File: src/rtl/erp_fifo.sv
`timescale 1ns / 1ps
// Small first-in first-out queue with show-ahead read and a fill count.
// Depends on nothing.
module erp_fifo #(
  parameter int unsigned Width = 8,
  parameter int unsigned Depth = 4
) (
  input  logic                           clk_i,
  input  logic                           rst_ni,
  input  logic                           push_i,
  input  logic [Width-1:0]               data_i,
  output logic                           full_o,
  input  logic                           pop_i,
  output logic [Width-1:0]               data_o,
  output logic                           empty_o,
  output logic [$clog2(Depth+1)-1:0]     count_o
);

  localparam int unsigned PtrW = (Depth > 1) ? $clog2(Depth) : 1;
  localparam int unsigned CntW = $clog2(Depth + 1);

  logic [Width-1:0] mem_q [Depth];
  logic [PtrW-1:0]  wr_ptr_q, wr_ptr_d, rd_ptr_q, rd_ptr_d;
  logic [CntW-1:0]  cnt_q, cnt_d;
  logic             do_push, do_pop;

  assign full_o  = (cnt_q == CntW'(Depth));
  assign empty_o = (cnt_q == '0);
  assign count_o = cnt_q;
  assign data_o  = mem_q[rd_ptr_q];
  assign do_push = push_i && !full_o;
  assign do_pop  = pop_i && !empty_o;

  always_comb begin
    wr_ptr_d = wr_ptr_q;
    rd_ptr_d = rd_ptr_q;
    if (do_push) begin
      wr_ptr_d = (wr_ptr_q == PtrW'(Depth - 1)) ? '0 : wr_ptr_q + 1'b1;
    end
    if (do_pop) begin
      rd_ptr_d = (rd_ptr_q == PtrW'(Depth - 1)) ? '0 : rd_ptr_q + 1'b1;
    end
    case ({do_push, do_pop})
      2'b10:   cnt_d = cnt_q + 1'b1;
      2'b01:   cnt_d = cnt_q - 1'b1;
      default: cnt_d = cnt_q;
    endcase
  end

  always_ff @(posedge clk_i) begin
    if (do_push) begin
      mem_q[wr_ptr_q] <= data_i;
    end
  end

  always_ff @(posedge clk_i or negedge rst_ni) begin
    if (!rst_ni) begin
      wr_ptr_q <= '0;
      rd_ptr_q <= '0;
      cnt_q    <= '0;
    end else begin
      wr_ptr_q <= wr_ptr_d;
      rd_ptr_q <= rd_ptr_d;
      cnt_q    <= cnt_d;
    end
  end

endmodule

File: config.mk
export PLATFORM = sky130hd
export DESIGN_NAME = erp_fifo
export DESIGN_NICKNAME = d
export VERILOG_FILES = /design/src/rtl/erp_fifo.sv
export SDC_FILE = /design/constraint.sdc
export NUM_CORES = 1
export LEC_CHECK = 0
export BUFFER_PORTS_ARGS = -buffer_cell sky130_fd_sc_hd__buf_2
export CAP_MARGIN = 10
export CORE_MARGIN = 2
export CORE_UTILIZATION = 55
export DETAILED_ROUTE_END_ITERATION = 7
export PLACE_DENSITY = 0.78
export SYNTH_ARGS = -nofsm -noshare
export SYNTH_HDL_FRONTEND = slang
export SYNTH_SLANG_ARGS = --single-unit
File: constraint.sdc
create_clock -name clk_i -period 2.36 [get_ports clk_i]
set_clock_uncertainty 0.1 [all_clocks]
set_input_delay 0.472 -clock clk_i [delete_from_list [all_inputs] [get_ports clk_i]]
set_output_delay 0.472 -clock clk_i [all_outputs]
set_load 0.005 [all_outputs]
==> out/metrics.cfg <==
[critical_path]
r2r_start = count_o[2]
worstSetupPathType = register to register
cp_num_buf_inv = 2
cp_slowest_cell = or3b_4
crit_arrival_ns = 2.42
crit_path_end = count_o[2]
reg2reg_slack_ns = 0.10
rr_endpoint = count_o[2]
required_ns = 2.52
critical_path.top_delay_family = simple AND/OR/NAND/NOR gates
endpoint_kind = register
worstPathCellList = or3b_4 -> and2_4 -> inv_1 -> ha_2 -> inv_1 -> fa_1 -> xor2_1 -> nor2_1 -> xor2_1
crit_cells = 9
start_kind = register
path_max_fanout = 5
setup.worst_path.start = count_o[2]
critPathMaxStageDelay_ns = 0.42
worstRegToRegCells = 9

[run_status]
status = finished clean

[clocking]
numClockSinks = 39
clk-insertion-delay-late_ns = 0.33
cts_tree = yes
cts_buffer_depth = 2
cts_buffers = 5
cts.clk_slew.worst_paths_ns = 0.10
cts_root_buf = clkbuf_4
h-tree-depth = 2

[finish]
instances_no_fill = 148
regArea_sq_um = 1140
fillers = 187
antenna_cells = 0
fin_util = 0.664
layout.nets = 135
multiInputGateArea_sq_um = 439
drive_above_1_share = 0.444
syn2layout_area_growth_pct = 14.6

[routing]
wirelength_um = 2450
drcViolationCount = 0
vias = 804
avgRoutedWirePerCell_um = 16.5
ant_nets = 0
first_iter_violations = 19
first_pass_iters = 2
via_per_inst = 5.43

[synthesis]
ys_ff_latch = 39
avgSynthCellArea_sq_um = 19.4
ys_warn_count = 0
seq_area_frac_synth = 0.705
netlist_area_sq_um = 1610
synth_fp_nets = 102
synth_cells = 83
yosysUniqueCellTypes = 19

[min_path]
hold_class = input pin to register
min_from = data_i[2]

[die]
io_pins = 25
coreArea_sq_um = 2780
rows = 19
die-height_um = 58.1
dieWidth_um = 58.1
start_util = 0.579
dieArea_sq_um = 3380

[grt]
grt_pass1_wl_um = 3770
grt_pass1_vias = 765
grt.total_usage = 0.165
antenna_found_initial = 0
grt.overflow.total = 0
grt_max_degree = 12

[power]
swShare = 0.302
power_frac_comb = 0.348
power.internal_mw = 1.49
ir_drop_mv = 0.845
power_frac_clock = 0.146
leakage_nw = 0.743
p_sw_mw = 0.643
p_per_area_nw_per_um2 = 1150
seqPwrFrac = 0.506

[flow_run]
cap_violations = 0

[sta]
period_share = 0.956
maxSlewViolCount = 0
finalHoldViolCount = 0
setup_viol = 0
finalCriticalPeriod_ns = 2.26
fmax_mhz = 443
rsz0062_at_grt = false
relSlewSlack = 0.721
worstMarginPinSlew_ns = 0.419
tns_ns = 0

[placement]
place_inst = 137
io_buffers = 24
place_congestion = 0.649
dp_hpwl_um = 1680

==> metal layers <==
metal | wire [um] | track usage | vias to the layer above
met5 | 0 | 0 | -
li1 | - | - | 378
met4 | 47 | 0.0698 | 0
met1 | 980 | 0.192 | 401
met3 | 130 | 0.0714 | 7
met2 | 1290 | 0.268 | 18
==> power groups by stage <==
stage               clock, mW  sequential, mW  combinational [mW]
CTS                     0.320            1.08               0.731
detailed placement          0            1.09               0.725
finish                  0.311            1.08               0.741
global route            0.352            1.10               0.816
global placement            0            1.08               0.709
floorplan                   0            1.01               0.549
==> cells in the final DEF, fill, tap and decap left out, types with 2 or more instances in the layout <==
cell / instances
clkbuf_1: 3
dfrtp_1: 6
buf_2: 24
ha_1: 5
xor2_1: 2
inv_1: 8
and3_2: 4
mux2_2: 2
mux2_4: 2
nor2_1: 3
edfxtp_1: 32
clkbuf_4: 5
mux4_2: 8
buf_4: 3
==> how the worst min path moves through the flow <==
stage / end / slack, ns / cells past startpoint
4_1_cts: mem_q[0][2] / 0.23 / 1
3_5_place_dp: rd_ptr_q[0] / 0.22 / 1
6_report: mem_q[0][2] / 0.25 / 1
2_1_floorplan: count_o[0] / 0.08 / 0
3_3_place_gp: rd_ptr_q[1] / 0.21 / 1
5_1_grt: mem_q[3][2] / 0.21 / 1
==> cell usage after synthesis, drive strengths merged <==
cell    instances  share of area
and2            1         0.0054
nor3            1         0.0031
edfxtp         32           0.60
nand2b          1         0.0039
xnor2           1         0.0054
dfrtp           7           0.11
fa              1          0.012
and3            4          0.019
nor2            3         0.0070
mux2            4          0.033
mux4            8           0.11
mux2i           1         0.0062
inv             8          0.019
xor2            2          0.011
or3b            1         0.0070
buf             2         0.0054
ha              6          0.047
==> worst register-to-register path, stage by stage, from the launching register on <==
cell and delay, ns:
dfrtp_1 0.41, or3b_4 0.42, and2_4 0.17, inv_1 0.06
ha_2 0.18, inv_1 0.05, fa_1 0.37, xor2_1 0.15
nor2_1 0.12, xor2_1 0.15
==> timing repair <==
action / in CTS / in global routing
hold buffers: 1 / 0
pin swaps: 0 / 3
resized for setup: 1 / 1
endpoints found under the hold margin: 7 / 0
endpoints found under the setup margin: 8 / 1
setup buffers: 0 / 2
==> stage by stage <==
step	power [mW]	hold WS (ns)	setup WS [ns]	area, sq um
detailed placement	1.82	0.220	0.116	1770
global placement	1.79	0.210	0.174	1770
CTS	2.13	0.230	0.0911	1830
global route	2.27	0.212	0.0107	1850
floorplan	1.56	0.0764	0.163	1610
finish	2.13	0.247	0.104	1850
==> logic make-up after synthesis <==
group | after synthesis | share of synthesized area
XOR/XNOR | 3 | 0.0163
adder cells (fa/ha/maj) | 7 | 0.0590
buffers and inverters | 10 | 0.0241
flip-flops | 39 | 0.705
multiplexers | 13 | 0.151
AND/OR/NAND/NOR | 11 | 0.0450
==> sequential cells by signal, summed over array words and instances (netlist names) <==
register  count
mem_q        32
count_o       3
rd_ptr_q      2
wr_ptr_q      2
==> cell type report <==
| cell class | instances | share of cell area |
|---|---|---|
| clock buffer | 8 | 0.0264 |
| inverter | 8 | 0.0163 |
| multi-input combinational | 34 | 0.238 |
| sequential | 39 | 0.616 |
| tap | 31 | 0.0210 |
| timing repair buffer | 28 | 0.0827 |
Power figures use the tool's default switching activity.
