## config.mk

```make
export PLATFORM = sky130hd
export DESIGN_NAME = erp_front
export DESIGN_NICKNAME = d
export VERILOG_FILES = /design/src/rtl/erp_pkg.sv /design/src/rtl/erp_fifo.sv /design/src/rtl/erp_front.sv
export SDC_FILE = /design/constraint.sdc
export NUM_CORES = 1
export LEC_CHECK = 0
export BUFFER_PORTS_ARGS = -buffer_cell sky130_fd_sc_hd__clkbuf_2
export CORE_MARGIN = 2
export CORE_UTILIZATION = 59
export DETAILED_ROUTE_END_ITERATION = 8
export HOLD_SLACK_MARGIN = 0.12
export PLACE_DENSITY = 0.8
export SLEW_MARGIN = 25
export SYNTH_ARGS = -nofsm -noshare
export SYNTH_HDL_FRONTEND = slang
export SYNTH_SLANG_ARGS = --single-unit
```

## constraint.sdc

```tcl
create_clock -name clk_i -period 8.84 [get_ports clk_i]
set_input_delay 1.326 -clock clk_i [delete_from_list [all_inputs] [get_ports clk_i]]
set_output_delay 1.326 -clock clk_i [all_outputs]
set_load 0.01 [all_outputs]
```

## src/rtl/erp_pkg.sv

```systemverilog
`timescale 1ns / 1ps
// Package for the Euler-angle point rotation block: payload types, fixed-point
// constants, step tables for the sine and cosine series, and shared arithmetic helpers.
// Depends on nothing; every file but erp_fifo imports it.
package erp_pkg;

  localparam int unsigned MidDepthDef = 4;
  localparam int unsigned OutDepthDef = 32;
  localparam int unsigned TrigLat = 18;
  localparam int unsigned BackLat = TrigLat + 6;
  localparam int unsigned GeomTaps = TrigLat + 4;
  localparam int unsigned Steps = 5;

  localparam logic signed [15:0] HalfPi = 16'sd12868;
  localparam logic signed [16:0] Pi = 17'sd25736;
  localparam logic signed [31:0] OneQ30 = 32'sd1073741824;

  // Lane 0 is the sine series, lane 1 the cosine series. Each step but the first sine
  // step divides by 2^StepSh, then by an odd constant through a reciprocal multiply.
  localparam int unsigned StepSh [2][Steps] = '{'{0, 3, 1, 2, 1}, '{1, 3, 1, 2, 1}};
  localparam int unsigned StepS [2][Steps] = '{'{0, 36, 37, 35, 34}, '{38, 35, 36, 34, 0}};
  localparam logic [32:0] StepM [2][Steps] = '{
    '{33'd0,
      33'((64'd1 << 36) / 64'd9 + 64'd1),
      33'((64'd1 << 37) / 64'd21 + 64'd1),
      33'((64'd1 << 35) / 64'd5 + 64'd1),
      33'((64'd1 << 34) / 64'd3 + 64'd1)},
    '{33'((64'd1 << 38) / 64'd45 + 64'd1),
      33'((64'd1 << 35) / 64'd7 + 64'd1),
      33'((64'd1 << 36) / 64'd15 + 64'd1),
      33'((64'd1 << 34) / 64'd3 + 64'd1),
      33'd1}};

  typedef struct packed {
    logic signed [15:0] angle_a;
    logic signed [15:0] angle_b;
    logic signed [15:0] angle_c;
    logic signed [31:0] point_x;
    logic signed [31:0] point_y;
    logic signed [31:0] point_z;
    logic signed [31:0] center_x;
    logic signed [31:0] center_y;
    logic signed [31:0] center_z;
  } erp_in_t;

  typedef struct packed {
    logic signed [31:0] rotated_x;
    logic signed [31:0] rotated_y;
    logic signed [31:0] rotated_z;
  } erp_out_t;

  typedef struct packed {
    logic [15:0] r;
    logic        flip;
  } erp_fold_t;

  typedef struct packed {
    logic [2:0][32:0] diff;
    logic [2:0][31:0] center;
  } erp_geom_t;

  typedef struct packed {
    erp_fold_t fold_a;
    erp_fold_t fold_b;
    erp_fold_t fold_c;
    erp_geom_t geom;
  } erp_work_t;

  typedef struct packed {
    logic [31:0] s;
    logic [31:0] c;
  } erp_trig_t;

  function automatic logic signed [31:0] clamp_unit(input logic signed [36:0] v);
    logic signed [31:0] res;
    if (v > 37'sd1073741824) begin
      res = OneQ30;
    end else if (v < -37'sd1073741824) begin
      res = -OneQ30;
    end else begin
      res = v[31:0];
    end
    return res;
  endfunction

  function automatic logic signed [31:0] mul_q30(input logic signed [31:0] a,
                                                 input logic signed [31:0] b);
    logic signed [63:0] pr;
    pr = a * b;
    return pr[61:30];
  endfunction

  function automatic erp_fold_t fold_angle(input logic signed [15:0] a);
    logic signed [16:0] ax;
    logic signed [16:0] rx;
    erp_fold_t f;
    ax = 17'(a);
    if (a > HalfPi) begin
      rx = Pi - ax;
      f.flip = 1'b1;
    end else if (a < -HalfPi) begin
      rx = -Pi - ax;
      f.flip = 1'b1;
    end else begin
      rx = ax;
      f.flip = 1'b0;
    end
    f.r = rx[15:0];
    return f;
  endfunction

endpackage

```

## src/rtl/erp_fifo.sv

```systemverilog
`timescale 1ns / 1ps
// Small first-in first-out queue with show-ahead read and a fill count.
// Depends on nothing.
module erp_fifo #(
  parameter int unsigned Width = 8,
  parameter int unsigned Depth = 4
) (
  input  logic                           clk_i,
  input  logic                           rst_ni,
  input  logic                           push_i,
  input  logic [Width-1:0]               data_i,
  output logic                           full_o,
  input  logic                           pop_i,
  output logic [Width-1:0]               data_o,
  output logic                           empty_o,
  output logic [$clog2(Depth+1)-1:0]     count_o
);

  localparam int unsigned PtrW = (Depth > 1) ? $clog2(Depth) : 1;
  localparam int unsigned CntW = $clog2(Depth + 1);

  logic [Width-1:0] mem_q [Depth];
  logic [PtrW-1:0]  wr_ptr_q, wr_ptr_d, rd_ptr_q, rd_ptr_d;
  logic [CntW-1:0]  cnt_q, cnt_d;
  logic             do_push, do_pop;

  assign full_o  = (cnt_q == CntW'(Depth));
  assign empty_o = (cnt_q == '0);
  assign count_o = cnt_q;
  assign data_o  = mem_q[rd_ptr_q];
  assign do_push = push_i && !full_o;
  assign do_pop  = pop_i && !empty_o;

  always_comb begin
    wr_ptr_d = wr_ptr_q;
    rd_ptr_d = rd_ptr_q;
    if (do_push) begin
      wr_ptr_d = (wr_ptr_q == PtrW'(Depth - 1)) ? '0 : wr_ptr_q + 1'b1;
    end
    if (do_pop) begin
      rd_ptr_d = (rd_ptr_q == PtrW'(Depth - 1)) ? '0 : rd_ptr_q + 1'b1;
    end
    case ({do_push, do_pop})
      2'b10:   cnt_d = cnt_q + 1'b1;
      2'b01:   cnt_d = cnt_q - 1'b1;
      default: cnt_d = cnt_q;
    endcase
  end

  always_ff @(posedge clk_i) begin
    if (do_push) begin
      mem_q[wr_ptr_q] <= data_i;
    end
  end

  always_ff @(posedge clk_i or negedge rst_ni) begin
    if (!rst_ni) begin
      wr_ptr_q <= '0;
      rd_ptr_q <= '0;
      cnt_q    <= '0;
    end else begin
      wr_ptr_q <= wr_ptr_d;
      rd_ptr_q <= rd_ptr_d;
      cnt_q    <= cnt_d;
    end
  end

endmodule

```

## src/rtl/erp_front.sv

```systemverilog
`timescale 1ns / 1ps
// Front end: takes input requests, folds each angle into one half turn, forms the
// point minus center differences and queues the work for the back end.
// Depends on erp_pkg and erp_fifo.
module erp_front import erp_pkg::*; #(
  parameter int unsigned MidDepth = MidDepthDef
) (
  input  logic      clk_i,
  input  logic      rst_ni,
  input  logic      push_i,
  input  erp_in_t   in_item_i,
  output logic      full_o,
  input  logic      issue_i,
  output erp_work_t work_o,
  output logic      work_valid_o
);

  erp_work_t                   work_d;
  logic [$bits(erp_work_t)-1:0] mid_data;
  logic                         mid_empty;

  always_comb begin
    work_d.fold_a = fold_angle(in_item_i.angle_a);
    work_d.fold_b = fold_angle(in_item_i.angle_b);
    work_d.fold_c = fold_angle(in_item_i.angle_c);
    work_d.geom.diff[0] = {in_item_i.point_x[31], in_item_i.point_x}
                          - {in_item_i.center_x[31], in_item_i.center_x};
    work_d.geom.diff[1] = {in_item_i.point_y[31], in_item_i.point_y}
                          - {in_item_i.center_y[31], in_item_i.center_y};
    work_d.geom.diff[2] = {in_item_i.point_z[31], in_item_i.point_z}
                          - {in_item_i.center_z[31], in_item_i.center_z};
    work_d.geom.center[0] = in_item_i.center_x;
    work_d.geom.center[1] = in_item_i.center_y;
    work_d.geom.center[2] = in_item_i.center_z;
  end

  erp_fifo #(
    .Width($bits(erp_work_t)),
    .Depth(MidDepth)
  ) u_mid_fifo (
    .clk_i   (clk_i),
    .rst_ni  (rst_ni),
    .push_i  (push_i),
    .data_i  (work_d),
    .full_o  (full_o),
    .pop_i   (issue_i),
    .data_o  (mid_data),
    .empty_o (mid_empty),
    .count_o ()
  );

  assign work_o       = mid_data;
  assign work_valid_o = !mid_empty;

endmodule

```

==> impl_metrics.yaml <==
floorplan:
  die_height_um: 274
  die_width_um: 274
  io_pins: 492
  dieArea_um2: 75100
  start_util_pct: 59.3
  coreArea_um2: 72600
  rows: 99
routing:
  wl_mm: 96.3
  vias: 24600
  wire_per_inst_um: 24.0
  ant_nets: 0
  drt_pass1_iterations: 6
  drc_errors: 0
  vias_per_cell: 6.13
  dr.first_iter.drc_count: 2094
power_and_ir_drop:
  power.switching_mw: 4.77
  power.leakage_nw: 18.0
  p_seq_share_pct: 42.9
  p_int_mw: 10.6
  p_clk_share_pct: 25.9
  power_density_nw_per_um2: 309
  switching_share_pct: 31.1
  ir_worst_vdd_mv: 0.423
  p_comb_share_pct: 31.2
  power.total_mw: 15.3
synth:
  synth-seq-cells: 991
  yosysSeqAreaShare_pct: 69.1
  yosys_warnings: 0
  synth_edf_count: 984
  synth_ff_type: "edfxtp_1"
  synth.avg_cell_area_um2: 17.5
  synthArstFlopShare_pct: 0.706
  mappedNetlistArea_um2: 43000
  synthesis.nets: 2805
  syn_inst: 2452
  ys_types: 85
critical_path:
  cp-end-kind: "primary output"
  arrival_ns: 3.50
  crit_required_ns: 7.51
  critical_path.max_fanout: 111
  critPathKind: "flop to primary output"
  crit_path_start_kind: "flop"
grt:
  grt_pass1_vias: 24800
  antenna_found_initial: 24
  grt_remaining_overflow: 0
  grt_pass1_wl_mm: 145
  grt_start_max_net_pins: 138
  grt_use_total_pct: 25.6
sta:
  final_max_slew_viol_count: 0
  worst_slack_ns: 4.01
  maxSlewHeadroom_pct: 30.2
  post-route-period-util_pct: 54.6
  min_period_ns: 4.83
  max_freq_mhz: 207
  worstMarginPinSlew_ns: 1.05
  final_hold_viol_count: 0
  hold_ws_ns: 0.506
  rsz0062_at_grt: "false"
  setup_viol: 0
  tns_ns: 0
  fin_skew_ns: 0.0230
final_layout:
  fin_util_pct: 68.3
  layout.nets: 3314
  final_layout_size_suffix_gt1_share_pct: 31.2
  layout_common_cells: "edfxtp_1 (984), clkbuf_2 (491), mux4_2 (246), inv_1 (147), a21oi_1 (109)"
  area_growth_pct: 15.3
  final_common_cell: "edfxtp_1"
clocking:
  numCtsBuffers: 97
  cts_hold_buf: 0
  clk_latency_ns: 0.65
  cts-resized-gates: 0
  clk_pin_slew_ns: 0.06
  cts_root_buffer: "clkbuf_16"
  cts_max_path_buffers: 3
  htree_levels: 3
  cts_setup_buffers: 0
  tritoncts: "yes"
  clock_sinks: 991
flow_run:
  max-cap-violations: 0
min_path:
  hold_class: "primary input to async pin"
place:
  pre_cts_ws_ns: 4.53
  hpwl_mm: 63.0
  gp_congestion: 0.904
  numPortBuffers: 491
run_status:
  status: "finished clean"
## registers in the layout (all words and copies together) (netlist names)
| signal | cells |
|---|---|
| u_mid_fifo.mem_q | 984 |
| u_mid_fifo.count_o | 3 |
| u_mid_fifo.rd_ptr_q | 2 |
| u_mid_fifo.wr_ptr_q | 2 |
## cell type report
| cell class | count | area, µm² |
|---|---|---|
| Fill cell | 4669 | 23000 |
| Sequential cell | 991 | 29700 |
| Inverter | 147 | 552 |
| Antenna cell | 9 | 22.5 |
| Clock buffer | 120 | 2600 |
| Clock inverter | 57 | 480 |
| Tap cell | 959 | 1200 |
| Timing Repair Buffer | 513 | 2690 |
| Multi-Input combinational cell | 1211 | 12300 |
## through the flow
| step | instance area (µm²) | std cells |
|---|---|---|
| global route | 49600 | 4002 |
| global placement | 46500 | 3820 |
| CTS | 49600 | 3997 |
| detailed placement | 46500 | 3820 |
| finish | 49600 | 4007 |
| floorplan | 43000 | 2452 |
## cell families after synthesis
kind of cell,Yosys count,share of synthesized area (%)
adders and majority gates,109,3.24
muxes,250,13.0
buffers and inverters,250,2.28
DFF,991,69.1
xor gates and xnor gates,119,2.42
and+or+nand+nor,341,3.86
AOI/OAI and AO/OA,392,6.16
## cell usage after synthesis (7+ instances only)
cell,n,share of area (%)
nand4_1,11,0.16
o21ai_0,64,0.74
o31ai_1,9,0.16
nand2_1,104,0.91
or2_2,7,0.10
buf_1,14,0.12
nor2_1,86,0.75
a21boi_0,9,0.16
nor2b_1,20,0.29
dfrtp_1,7,0.41
o21bai_1,15,0.26
a31oi_1,21,0.31
o21a_1,13,0.23
o22ai_1,7,0.10
nand2b_1,19,0.28
mux4_2,246,13
inv_1,147,1.3
xor2_1,42,0.85
a21oi_2,7,0.14
ha_1,105,3.1
nor3_1,24,0.28
a21oi_1,109,1.3
and3_1,12,0.17
edfxtp_1,984,69
a21o_1,44,0.77
buf_2,33,0.38
clkbuf_1,55,0.48
a211oi_1,8,0.14
nand3_1,22,0.26
xnor2_1,77,1.6
## worst max-delay path: stages (launching register included)
cell and delay (ns):
dfrtp_4 0.76, buf_12 0.60, buf_4 0.76, mux4_2 0.46, clkbuf_2 0.15
## power groups by stage
stage          logic, mW  clock network [mW]  registers (mW)
2_1_floorplan       3.06                   0            6.77
3_3_place_gp        4.69                   0            6.64
3_5_place_dp        4.76                   0            6.71
4_1_cts             4.80                4.03            6.63
5_1_grt             5.13                4.21            6.64
6_report            4.79                3.98            6.58
## final timing paths
kind,cells past startpoint,from,endpoint,slack [ns]
worst min register to register,1,u_mid_fifo.count_o[2],u_mid_fifo.count_o[2],0.51
min in group clk_i,1,u_mid_fifo.count_o[2],u_mid_fifo.count_o[2],0.51
worst max register to register,6,u_mid_fifo.count_o[0],u_mid_fifo.mem_q[2][124],5.23
worst max-delay path,4,u_mid_fifo.rd_ptr_q[1],work_o[137],4.01
worst min-delay path,1,rst_ni,u_mid_fifo.count_o[0],0.51
max in group asynchronous,1,rst_ni,u_mid_fifo.rd_ptr_q[1],8.14
## per-layer routing
metal / part of all wire, % / global-route usage (%) / vias up
met5: 0.23 / 0 / -
met4: 2.8 / 7.85 / 34
met3: 9.9 / 7.65 / 201
met2: 50 / 42.5 / 1072
met1: 37 / 32.7 / 12500
li1: - / - / 10800
(Power assumes the default switching activity.)
